### src/sv/dcre_pkg.sv
// Shared types and constants of the component remap engine.
package dcre_pkg;

    localparam int ADDR_BITS  = 40;
    localparam int COMP_W     = 32;
    localparam int NUM_COMP   = 4;
    localparam int CFG_IDX_W  = 4;
    localparam int CFG_DATA_W = 40;
    localparam int SWZ_W      = 3;

    // in tdata: four source components
    localparam int IN_TDATA_W  = NUM_COMP * COMP_W;
    // out tdata: address, four components, write mask, padded to bytes
    localparam int OUT_PAYLD_W = ADDR_BITS + NUM_COMP * COMP_W + NUM_COMP;
    localparam int OUT_TDATA_W = ((OUT_PAYLD_W + 7) / 8) * 8;

    // register indexes
    localparam logic [CFG_IDX_W-1:0] REG_DST_BASE    = CFG_IDX_W'(0);
    localparam logic [CFG_IDX_W-1:0] REG_DST_PITCH   = CFG_IDX_W'(1);
    localparam logic [CFG_IDX_W-1:0] REG_LINE_LENGTH = CFG_IDX_W'(2);
    localparam logic [CFG_IDX_W-1:0] REG_LINE_COUNT  = CFG_IDX_W'(3);
    localparam logic [CFG_IDX_W-1:0] REG_SWIZZLE     = CFG_IDX_W'(4);
    localparam logic [CFG_IDX_W-1:0] REG_FORMAT      = CFG_IDX_W'(5);
    localparam logic [CFG_IDX_W-1:0] REG_CONST_A     = CFG_IDX_W'(6);
    localparam logic [CFG_IDX_W-1:0] REG_CONST_B     = CFG_IDX_W'(7);

    // swizzle codes for source w and the two constants
    localparam logic [SWZ_W-1:0] SWZ_SRC_W   = 3'd3;
    localparam logic [SWZ_W-1:0] SWZ_CONST_A = 3'd4;
    localparam logic [SWZ_W-1:0] SWZ_CONST_B = 3'd5;

    typedef logic [COMP_W-1:0] t_comp;

    typedef struct packed {
        logic [ADDR_BITS-1:0]      dst_base;
        logic [31:0]               dst_pitch;
        logic [31:0]               line_length;
        logic [31:0]               line_count;
        logic [NUM_COMP*SWZ_W-1:0] swizzle_codes;
        logic [5:0]                component_format;
        t_comp                     const_a;
        t_comp                     const_b;
    } t_cfg;

    // copy restart request from a geometry write
    typedef struct packed {
        logic                 restart;
        logic [ADDR_BITS-1:0] base;
    } t_restart;

endpackage

### src/sv/dma_component_remap_engine_unit.sv
// Top level of the DMA component remap engine.
//
// Source elements arrive on the s_axis channel, four 32-bit components each.
// Each element gives one destination element on m_axis: byte address,
// four swizzled and size-truncated components, a write mask, end of line
// on tlast and end of copy on tuser. While line_length or line_count is
// zero, accepted items are dropped and give no result.
// Registers are written through the cfg channel, which is always ready;
// writing a geometry register restarts the copy at dst_base.
// An accepted item lands in the input register, and the select and address
// logic load the result register from it once the result register is free.
// Throughput is one item per cycle while the receiver takes every result.
// When the receiver stalls, the result register holds and the input register,
// if empty, still takes one more item before s_axis_tready drops.
// Reset clears the registers to their defaults (line_count one, the rest
// zero), the counters, and both valid flags.
module dma_component_remap_engine_unit
    import dcre_pkg::*;
(
    input  logic                   i_clk,
    input  logic                   i_rst_n,
    input  logic                   i_cfg_valid,
    output logic                   o_cfg_ready,
    input  logic [CFG_IDX_W-1:0]   i_cfg_index,
    input  logic [CFG_DATA_W-1:0]  i_cfg_data,
    input  logic                   s_axis_tvalid,
    output logic                   s_axis_tready,
    // src_x, src_y, src_z, src_w
    input  logic [IN_TDATA_W-1:0]  s_axis_tdata,
    output logic                   m_axis_tvalid,
    input  logic                   m_axis_tready,
    // dst_addr, dst_x, dst_y, dst_z, dst_w, write_mask, zero pad
    output logic [OUT_TDATA_W-1:0] m_axis_tdata,
    output logic                   m_axis_tlast,
    // end_of_copy
    output logic                   m_axis_tuser
);

    t_cfg                 w_cfg;
    t_restart             w_restart;
    logic                 w_cfg_wr;

    logic                 r_in_valid;
    t_comp [NUM_COMP-1:0] r_src;

    logic                 r_out_valid;
    logic [ADDR_BITS-1:0] r_addr;
    t_comp [NUM_COMP-1:0] r_dst;
    logic [NUM_COMP-1:0]  r_mask;
    logic                 r_eol;
    logic                 r_eoc;

    logic                 w_adv;
    logic                 w_empty;
    logic                 w_emit;
    logic                 w_in_acc;
    logic [ADDR_BITS-1:0] w_addr;
    logic                 w_eol;
    logic                 w_eoc;
    t_comp [NUM_COMP-1:0] w_dst;
    logic [NUM_COMP-1:0]  w_mask;

    assign o_cfg_ready = 1'b1;
    assign w_cfg_wr    = i_cfg_valid;

    dcre_cfg u_cfg (
        .i_clk      (i_clk),
        .i_rst_n    (i_rst_n),
        .i_wr_en    (w_cfg_wr),
        .i_wr_index (i_cfg_index),
        .i_wr_data  (i_cfg_data),
        .o_cfg      (w_cfg),
        .o_restart  (w_restart)
    );

    // move the input register on when the result register is free
    assign w_adv         = !r_out_valid || m_axis_tready;
    assign s_axis_tready = !r_in_valid || w_adv;
    assign w_in_acc      = s_axis_tvalid && s_axis_tready;
    assign w_empty       = (w_cfg.line_length == 32'd0) || (w_cfg.line_count == 32'd0);
    assign w_emit        = r_in_valid && w_adv && !w_empty;

    dcre_addr_gen u_addr_gen (
        .i_clk     (i_clk),
        .i_rst_n   (i_rst_n),
        .i_cfg     (w_cfg),
        .i_restart (w_restart),
        .i_step    (w_emit),
        .o_addr    (w_addr),
        .o_eol     (w_eol),
        .o_eoc     (w_eoc)
    );

    dcre_swizzle u_swizzle (
        .i_cfg  (w_cfg),
        .i_src  (r_src),
        .o_dst  (w_dst),
        .o_mask (w_mask)
    );

    always_ff @(posedge i_clk) begin
        if (!i_rst_n) begin
            r_in_valid <= 1'b0;
        end else if (s_axis_tready) begin
            r_in_valid <= s_axis_tvalid;
        end
    end

    always_ff @(posedge i_clk) begin
        if (w_in_acc) begin
            for (int i = 0; i < NUM_COMP; i++) begin
                r_src[i] <= s_axis_tdata[i*COMP_W +: COMP_W];
            end
        end
    end

    always_ff @(posedge i_clk) begin
        if (!i_rst_n) begin
            r_out_valid <= 1'b0;
        end else if (w_adv) begin
            r_out_valid <= w_emit;
        end
    end

    always_ff @(posedge i_clk) begin
        if (w_emit) begin
            r_addr <= w_addr;
            r_dst  <= w_dst;
            r_mask <= w_mask;
            r_eol  <= w_eol;
            r_eoc  <= w_eoc;
        end
    end

    assign m_axis_tvalid = r_out_valid;
    assign m_axis_tdata  = {(OUT_TDATA_W - OUT_PAYLD_W)'(0), r_mask,
                            r_dst[3], r_dst[2], r_dst[1], r_dst[0], r_addr};
    assign m_axis_tlast  = r_eol;
    assign m_axis_tuser  = r_eoc;

endmodule

### src/sv/dcre_cfg.sv
// Configuration register file of the component remap engine.
module dcre_cfg
    import dcre_pkg::*;
(
    input  logic                  i_clk,
    input  logic                  i_rst_n,
    input  logic                  i_wr_en,
    input  logic [CFG_IDX_W-1:0]  i_wr_index,
    input  logic [CFG_DATA_W-1:0] i_wr_data,
    output t_cfg                  o_cfg,
    output t_restart              o_restart
);

    t_cfg r_cfg;
    t_cfg n_cfg;

    always_comb begin
        n_cfg = r_cfg;
        o_restart.restart = 1'b0;
        o_restart.base    = r_cfg.dst_base;
        if (i_wr_en) begin
            case (i_wr_index)
                REG_DST_BASE: begin
                    n_cfg.dst_base    = i_wr_data[ADDR_BITS-1:0];
                    o_restart.restart = 1'b1;
                    o_restart.base    = i_wr_data[ADDR_BITS-1:0];
                end
                REG_DST_PITCH: begin
                    n_cfg.dst_pitch   = i_wr_data[31:0];
                    o_restart.restart = 1'b1;
                end
                REG_LINE_LENGTH: begin
                    n_cfg.line_length = i_wr_data[31:0];
                    o_restart.restart = 1'b1;
                end
                REG_LINE_COUNT: begin
                    n_cfg.line_count  = i_wr_data[31:0];
                    o_restart.restart = 1'b1;
                end
                REG_SWIZZLE:  n_cfg.swizzle_codes    = i_wr_data[NUM_COMP*SWZ_W-1:0];
                REG_FORMAT:   n_cfg.component_format = i_wr_data[5:0];
                REG_CONST_A:  n_cfg.const_a          = i_wr_data[COMP_W-1:0];
                REG_CONST_B:  n_cfg.const_b          = i_wr_data[COMP_W-1:0];
                default: ;
            endcase
        end
    end

    always_ff @(posedge i_clk) begin
        if (!i_rst_n) begin
            r_cfg <= '{line_count: 32'd1, default: '0};
        end else begin
            r_cfg <= n_cfg;
        end
    end

    assign o_cfg = r_cfg;

endmodule

### src/sv/dcre_addr_gen.sv
// Element and line counters and destination address generation.
module dcre_addr_gen
    import dcre_pkg::*;
(
    input  logic                 i_clk,
    input  logic                 i_rst_n,
    input  t_cfg                 i_cfg,
    input  t_restart             i_restart,
    input  logic                 i_step,
    output logic [ADDR_BITS-1:0] o_addr,
    output logic                 o_eol,
    output logic                 o_eoc
);

    logic [31:0]          r_elem_idx;
    logic [31:0]          r_line_idx;
    logic [ADDR_BITS-1:0] r_line_base;

    logic [2:0]  w_comp_bytes;
    logic [2:0]  w_dst_count;
    logic [4:0]  w_bpe;
    logic [36:0] w_offset;

    assign w_comp_bytes = {1'b0, i_cfg.component_format[1:0]} + 3'd1;
    assign w_dst_count  = {1'b0, i_cfg.component_format[5:4]} + 3'd1;
    assign w_bpe        = 5'({2'b00, w_comp_bytes} * {2'b00, w_dst_count});
    assign w_offset     = {5'd0, r_elem_idx} * {32'd0, w_bpe};

    assign o_addr = r_line_base + ADDR_BITS'(w_offset);
    assign o_eol  = r_elem_idx >= (i_cfg.line_length - 32'd1);
    assign o_eoc  = o_eol && (r_line_idx >= (i_cfg.line_count - 32'd1));

    always_ff @(posedge i_clk) begin
        if (!i_rst_n) begin
            r_elem_idx  <= '0;
            r_line_idx  <= '0;
            r_line_base <= '0;
        end else if (i_restart.restart) begin
            r_elem_idx  <= '0;
            r_line_idx  <= '0;
            r_line_base <= i_restart.base;
        end else if (i_step) begin
            if (o_eoc) begin
                r_elem_idx  <= '0;
                r_line_idx  <= '0;
                r_line_base <= i_cfg.dst_base;
            end else if (o_eol) begin
                r_elem_idx  <= '0;
                r_line_idx  <= r_line_idx + 32'd1;
                r_line_base <= r_line_base + ADDR_BITS'(i_cfg.dst_pitch);
            end else begin
                r_elem_idx  <= r_elem_idx + 32'd1;
            end
        end
    end

endmodule

### src/sv/dcre_swizzle.sv
// Per-component swizzle select, size truncation and write mask.
module dcre_swizzle
    import dcre_pkg::*;
(
    input  t_cfg                i_cfg,
    input  t_comp [NUM_COMP-1:0] i_src,
    output t_comp [NUM_COMP-1:0] o_dst,
    output logic [NUM_COMP-1:0] o_mask
);

    t_comp      w_vmask;
    logic [2:0] w_src_count;
    logic [2:0] w_dst_count;

    assign w_src_count = {1'b0, i_cfg.component_format[3:2]} + 3'd1;
    assign w_dst_count = {1'b0, i_cfg.component_format[5:4]} + 3'd1;

    always_comb begin
        case (i_cfg.component_format[1:0])
            2'd0:    w_vmask = 32'h0000_00FF;
            2'd1:    w_vmask = 32'h0000_FFFF;
            2'd2:    w_vmask = 32'h00FF_FFFF;
            default: w_vmask = 32'hFFFF_FFFF;
        endcase
    end

    always_comb begin
        logic [SWZ_W-1:0] code;
        t_comp            val;
        logic             wr;
        for (int i = 0; i < NUM_COMP; i++) begin
            code = i_cfg.swizzle_codes[i*SWZ_W +: SWZ_W];
            val  = '0;
            wr   = 1'b1;
            if (3'(i) >= w_dst_count) begin
                wr = 1'b0;
            end else if (code <= SWZ_SRC_W) begin
                // source components past the source count read as zero
                if (code < w_src_count) begin
                    val = i_src[code[1:0]];
                end
            end else if (code == SWZ_CONST_A) begin
                val = i_cfg.const_a;
            end else if (code == SWZ_CONST_B) begin
                val = i_cfg.const_b;
            end else begin
                wr = 1'b0;
            end
            o_dst[i]  = wr ? (val & w_vmask) : '0;
            o_mask[i] = wr;
        end
    end

endmodule

### config.mk
export PLATFORM = sky130hd
export DESIGN_NAME = dma_component_remap_engine_unit
export DESIGN_NICKNAME = d
export VERILOG_FILES = /design/src/sv/dcre_pkg.sv /design/src/sv/dma_component_remap_engine_unit.sv /design/src/sv/dcre_cfg.sv /design/src/sv/dcre_addr_gen.sv /design/src/sv/dcre_swizzle.sv
export SDC_FILE = /design/constraint.sdc
export NUM_CORES = 2
export LEC_CHECK = 0
export BUFFER_PORTS_ARGS = -buffer_cell sky130_fd_sc_hd__buf_2
export CAP_MARGIN = 20
export CELL_PAD_IN_SITES_DETAIL_PLACEMENT = 0
export CELL_PAD_IN_SITES_GLOBAL_PLACEMENT = 1
export CORE_MARGIN = 2
export CORE_UTILIZATION = 52
export DETAILED_ROUTE_END_ITERATION = 8
export PLACE_DENSITY_LB_ADDON = 0.1
export SLEW_MARGIN = 20
export SYNTH_ARGS = -nofsm -noshare
export SYNTH_HDL_FRONTEND = slang
export SYNTH_HIERARCHICAL = 1
export SYNTH_SLANG_ARGS = --single-unit
### constraint.sdc
create_clock -name i_clk -period 26.8 [get_ports i_clk]
set_clock_uncertainty 0.15 [all_clocks]
set_input_delay 1.34 -clock i_clk [delete_from_list [all_inputs] [get_ports i_clk]]
set_output_delay 1.34 -clock i_clk [all_outputs]
set_load 0.01 [all_outputs]
==> impl_metrics.py <==
metrics = {
    "clock_network": {
        "clock_sinks": 626,
        "clk_pin_slew_ns": 0.06,
        "clockBufferDepth": 3,
        "post_cts_buffers": 0,
        "cts_root_buffer": "clkbuf_16",
        "cts_resized": 0,
        "cts_tree": "yes",
        "insertion_delay_ns": 0.64,
        "cts_buffers": 73,
        "ctsHtreeMaxLevel": 3,
        "cts_hold_buf": 0,
    },
    "floorplanning": {
        "ioPinCount": 358,
        "die_area_um2": 81100,
        "chipWidth_um": 285,
        "start_util_pct": 52.7,
        "num_rows": 102,
        "coreArea_um2": 77700,
        "fp.dieH_um": 285,
    },
    "global_route": {
        "grt_util_all_layers_pct": 29.2,
        "grt_pass1_wl_um": 181000,
        "grt_pass1_vias": 29900,
        "antenna_found_initial": 2,
        "grt_start_max_net_pins": 213,
        "grt_overflow_total": 0,
    },
    "synthesis": {
        "ys_ff_latch": 626,
        "synth_most_common_cell": "nand2_1",
        "yosysTopAreaCell": "edfxtp_1",
        "ys.flop_type": "dfxtp_1",
        "yosys_warnings": 6,
        "synth_top_area_share_pct": 22.1,
        "ys_seq_area_share_pct": 38.0,
        "avgSynthCellArea_um2": 10.3,
        "synth_cell_types": 75,
        "synth_common_cells": "nand2_1 (409), mux2i_1 (363), inv_1 (326), dfxtp_1 (324), nor2_1 (309)",
        "synth.area.top_cells": "edfxtp_1 (22%), dfxtp_1 (16%), mux2i_1 (8.9%), mux4_2 (7.0%), fa_1 (6.3%)",
        "async_reset_ff_share_pct": 0,
        "syn_area_um2": 41000,
        "synth_edf_count": 302,
        "syn_inst": 3996,
    },
    "critical_path": {
        "crit_buf_inv": 4,
        "cp_data_arrival_time_ns": 8.39,
        "r2r_slack_ns": 18.63,
        "path_delay_family": "adder cells",
        "endpoint_kind": "flop",
        "rr_worst_depth": 24,
        "path_class": "flop to flop",
        "critPathMaxStageDelay_ns": 1.16,
        "cp_common_cell": "fa_1",
        "required_ns": 27.02,
        "cp_max_fo": 32,
        "crit_chain": "ha_1 -> nand2b_1 -> fa_1 -> inv_1 -> ha_1 -> fa_1 -> and2_1 -> fa_1 -> inv_1 -> fa_1 -> fa_1 -> inv_1 -> ha_1 -> a2111oi_0 -> o21ai_0 -> a211oi_1 -> a2111oi_0 -> buf_4 -> o211ai_1 -> a21oi_1 -> a21bo_2 -> o21a_1 -> o21ai_0 -> xnor2_1",
        "reg2reg_to": "r_addr[39]",
        "cp-start-kind": "flop",
        "rr_startpoint": "u_cfg/o_cfg[69]",
        "crit_slowest_cell": "fa_1",
    },
    "final_layout": {
        "utilization_pct": 58.8,
        "area_growth_pct": 11.6,
        "regArea_um2": 15600,
        "final_nets": 4686,
        "instances_no_fill": 5325,
        "fillers": 6832,
        "layout-drive-gt1-share_pct": 17.0,
        "multi_input_area_um2": 23100,
    },
    "place": {
        "pre_cts_slack_ns": 18.67,
        "place_congestion": 0.856,
        "dp_hpwl_um": 84800,
        "portBuffers": 352,
        "numPlacedInstances": 5188,
    },
    "routing": {
        "num_vias": 30800,
        "wire_per_inst_um": 22.4,
        "drtAntennaViolNets": 0,
        "post-route-drc-count": 0,
        "drt-vias-per-instance": 5.78,
        "dr.pass1.iters": 5,
        "routed_wl_um": 119000,
        "dr.first_iter.drc_count": 2504,
    },
    "timing": {
        "rsz0062_at_grt": "false",
        "maxSlewViolCount": 0,
        "final_hold_viol_count": 0,
        "tightest_slew_ns": 1.16,
        "relSlewSlack_pct": 21.8,
        "period_needed_ns": 8.17,
        "fin_crit_sh_pct": 30.5,
        "fin_setup_tns_ns": 0,
        "fmax_ghz": 0.122,
        "setup_violations": 0,
        "fin_ws_ns": 18.63,
    },
    "run_status": {
        "status": "finished clean",
    },
    "worst_hold_path": {
        "min_to": "u_cfg/o_cfg[146]",
        "worstHoldPathType": "flop to flop",
        "min_from": "u_cfg/o_cfg[146]",
        "worstHoldPathCells": 2,
    },
    "power_and_ir_drop": {
        "p_leak_nw": 18.4,
        "pwr_density_cell_nw_per_um2": 50.1,
        "ir_drop_uv": 51.0,
    },
    "run": {
        "cap_violations": 0,
    },
}
-- power by group --
group	total, W	internal (W)	leakage [nW]	switching [W]
Clock	0.00105	0.000617	1.23	0.000429
Combinational	0.000189	0.0000739	11.6	0.000115
Sequential	0.00105	0.00103	5.62	0.0000228
-- final cells by class --
class                           count  area share, %
Timing Repair Buffer              384           4.44
Tap cell                         1040           2.85
Clock inverter                     34           1.06
Antenna cell                        3         0.0164
Multi-Input combinational cell   2813           50.4
Sequential cell                   626           34.1
Inverter                          326           2.68
Clock buffer                       99           4.45
-- metrics by stage --
| step | area, um2 | hold slack [ns] | total power [W] |
|---|---|---|---|
| finish | 45700 | 0.314 | 0.00229 |
| global route | 45700 | 0.334 | 0.00236 |
| CTS | 45700 | 0.317 | 0.00231 |
| detailed placement | 43200 | 0.308 | 0.00126 |
| global placement | 43200 | 0.301 | 0.00126 |
| floorplan | 41000 | 0.285 | 0.00119 |
-- kinds of logic (layout without fill, tap and decap cells) --
logic type / after synthesis / after routing / share of synthesized area [%]
AO/OA/AOI/OAI: 615 / 615 / 10.2
XOR/XNOR: 178 / 178 / 3.80
adder cells (fa/ha/maj): 288 / 288 / 11.1
buffers and inverters: 560 / 843 / 5.94
flip-flops: 626 / 626 / 38.0
multiplexers: 537 / 537 / 17.2
other: 2 / 8 / 0.0183
AND/OR/NAND/NOR: 1190 / 1190 / 13.8
-- sequential cells by signal, summed over array words and instances (netlist names) --
name and cells:
r_mask 4, m_axis_tuser 1, m_axis_tlast 1, u_addr_gen/r_line_idx 32, u_addr_gen/r_line_base 40, m_axis_tdata 128
r_src 128, r_addr 40, u_cfg/o_cfg 218, u_addr_gen/r_elem_idx 32, r_in_valid 1, m_axis_tvalid 1
-- tightest hold or removal path: cells and delay by family (launching register included) --
| family | cells | cell delay [ns] |
|---|---|---|
| flip-flops | 1 | 0.31 |
| multiplexers | 1 | 0.05 |
| AND/OR/NAND/NOR | 1 | 0.05 |
-- metal layers --
metal  wire, um  global-route usage [%]  up-vias
met1      54300                    41.6    15100
met4       4650                    11.1        0
li1           -                       -    14500
met5          0                       0        -
met3       7510                    5.32      228
met2      52800                    44.2      971
-- worst max-delay path by stage --
stage                               start                   endpoint  slack, ns  cells after the start
after floorplan             m_axis_tready  u_addr_gen/r_elem_idx[26]      15.19                     13
after global placement    u_cfg/o_cfg[69]                 r_addr[39]      18.75                     23
after detailed placement  u_cfg/o_cfg[69]                 r_addr[39]      18.67                     23
after CTS                 u_cfg/o_cfg[69]                 r_addr[39]      18.67                     23
after global routing      u_cfg/o_cfg[69]                 r_addr[39]      18.07                     23
final                     u_cfg/o_cfg[69]                 r_addr[39]      18.63                     24
-- layout by cell type, fill, tap and decap left out, types with 9 or more instances in the layout --
cell       synthesis  routed
clkinv_2           0      10
a21o_1            41      41
a21boi_0          16      16
a31oi_1            9       9
o211ai_1          12      12
fa_1             128     128
clkbuf_1         125      16
nor4_1            24      24
o21ai_0           86      85
nand4_1           30      30
mux4_2           128     128
edfxtp_1         302     302
and3_1            34      33
mux2i_1          363     363
a211oi_1         115     115
o21bai_1           9       9
o22ai_1            9       9
nor2_1           309     308
o21a_1           117     117
and2_1           164     162
nand2b_1          18      15
xor2_1            65      65
or3_1             17      17
nor2b_1           24      24
buf_2             45     351
xnor2_1          113     112
ha_1             157     156
nand3_1           54      54
dfxtp_1          324     316
clkbuf_8           0      10
clkbuf_16          0      74
inv_1            326     326
a211o_1           14      14
buf_4             21      30
nor3_1            46      46
nand2_1          409     408
mux2_2            46      46
a21oi_1          138     136
Power figures use the tool's default switching activity.
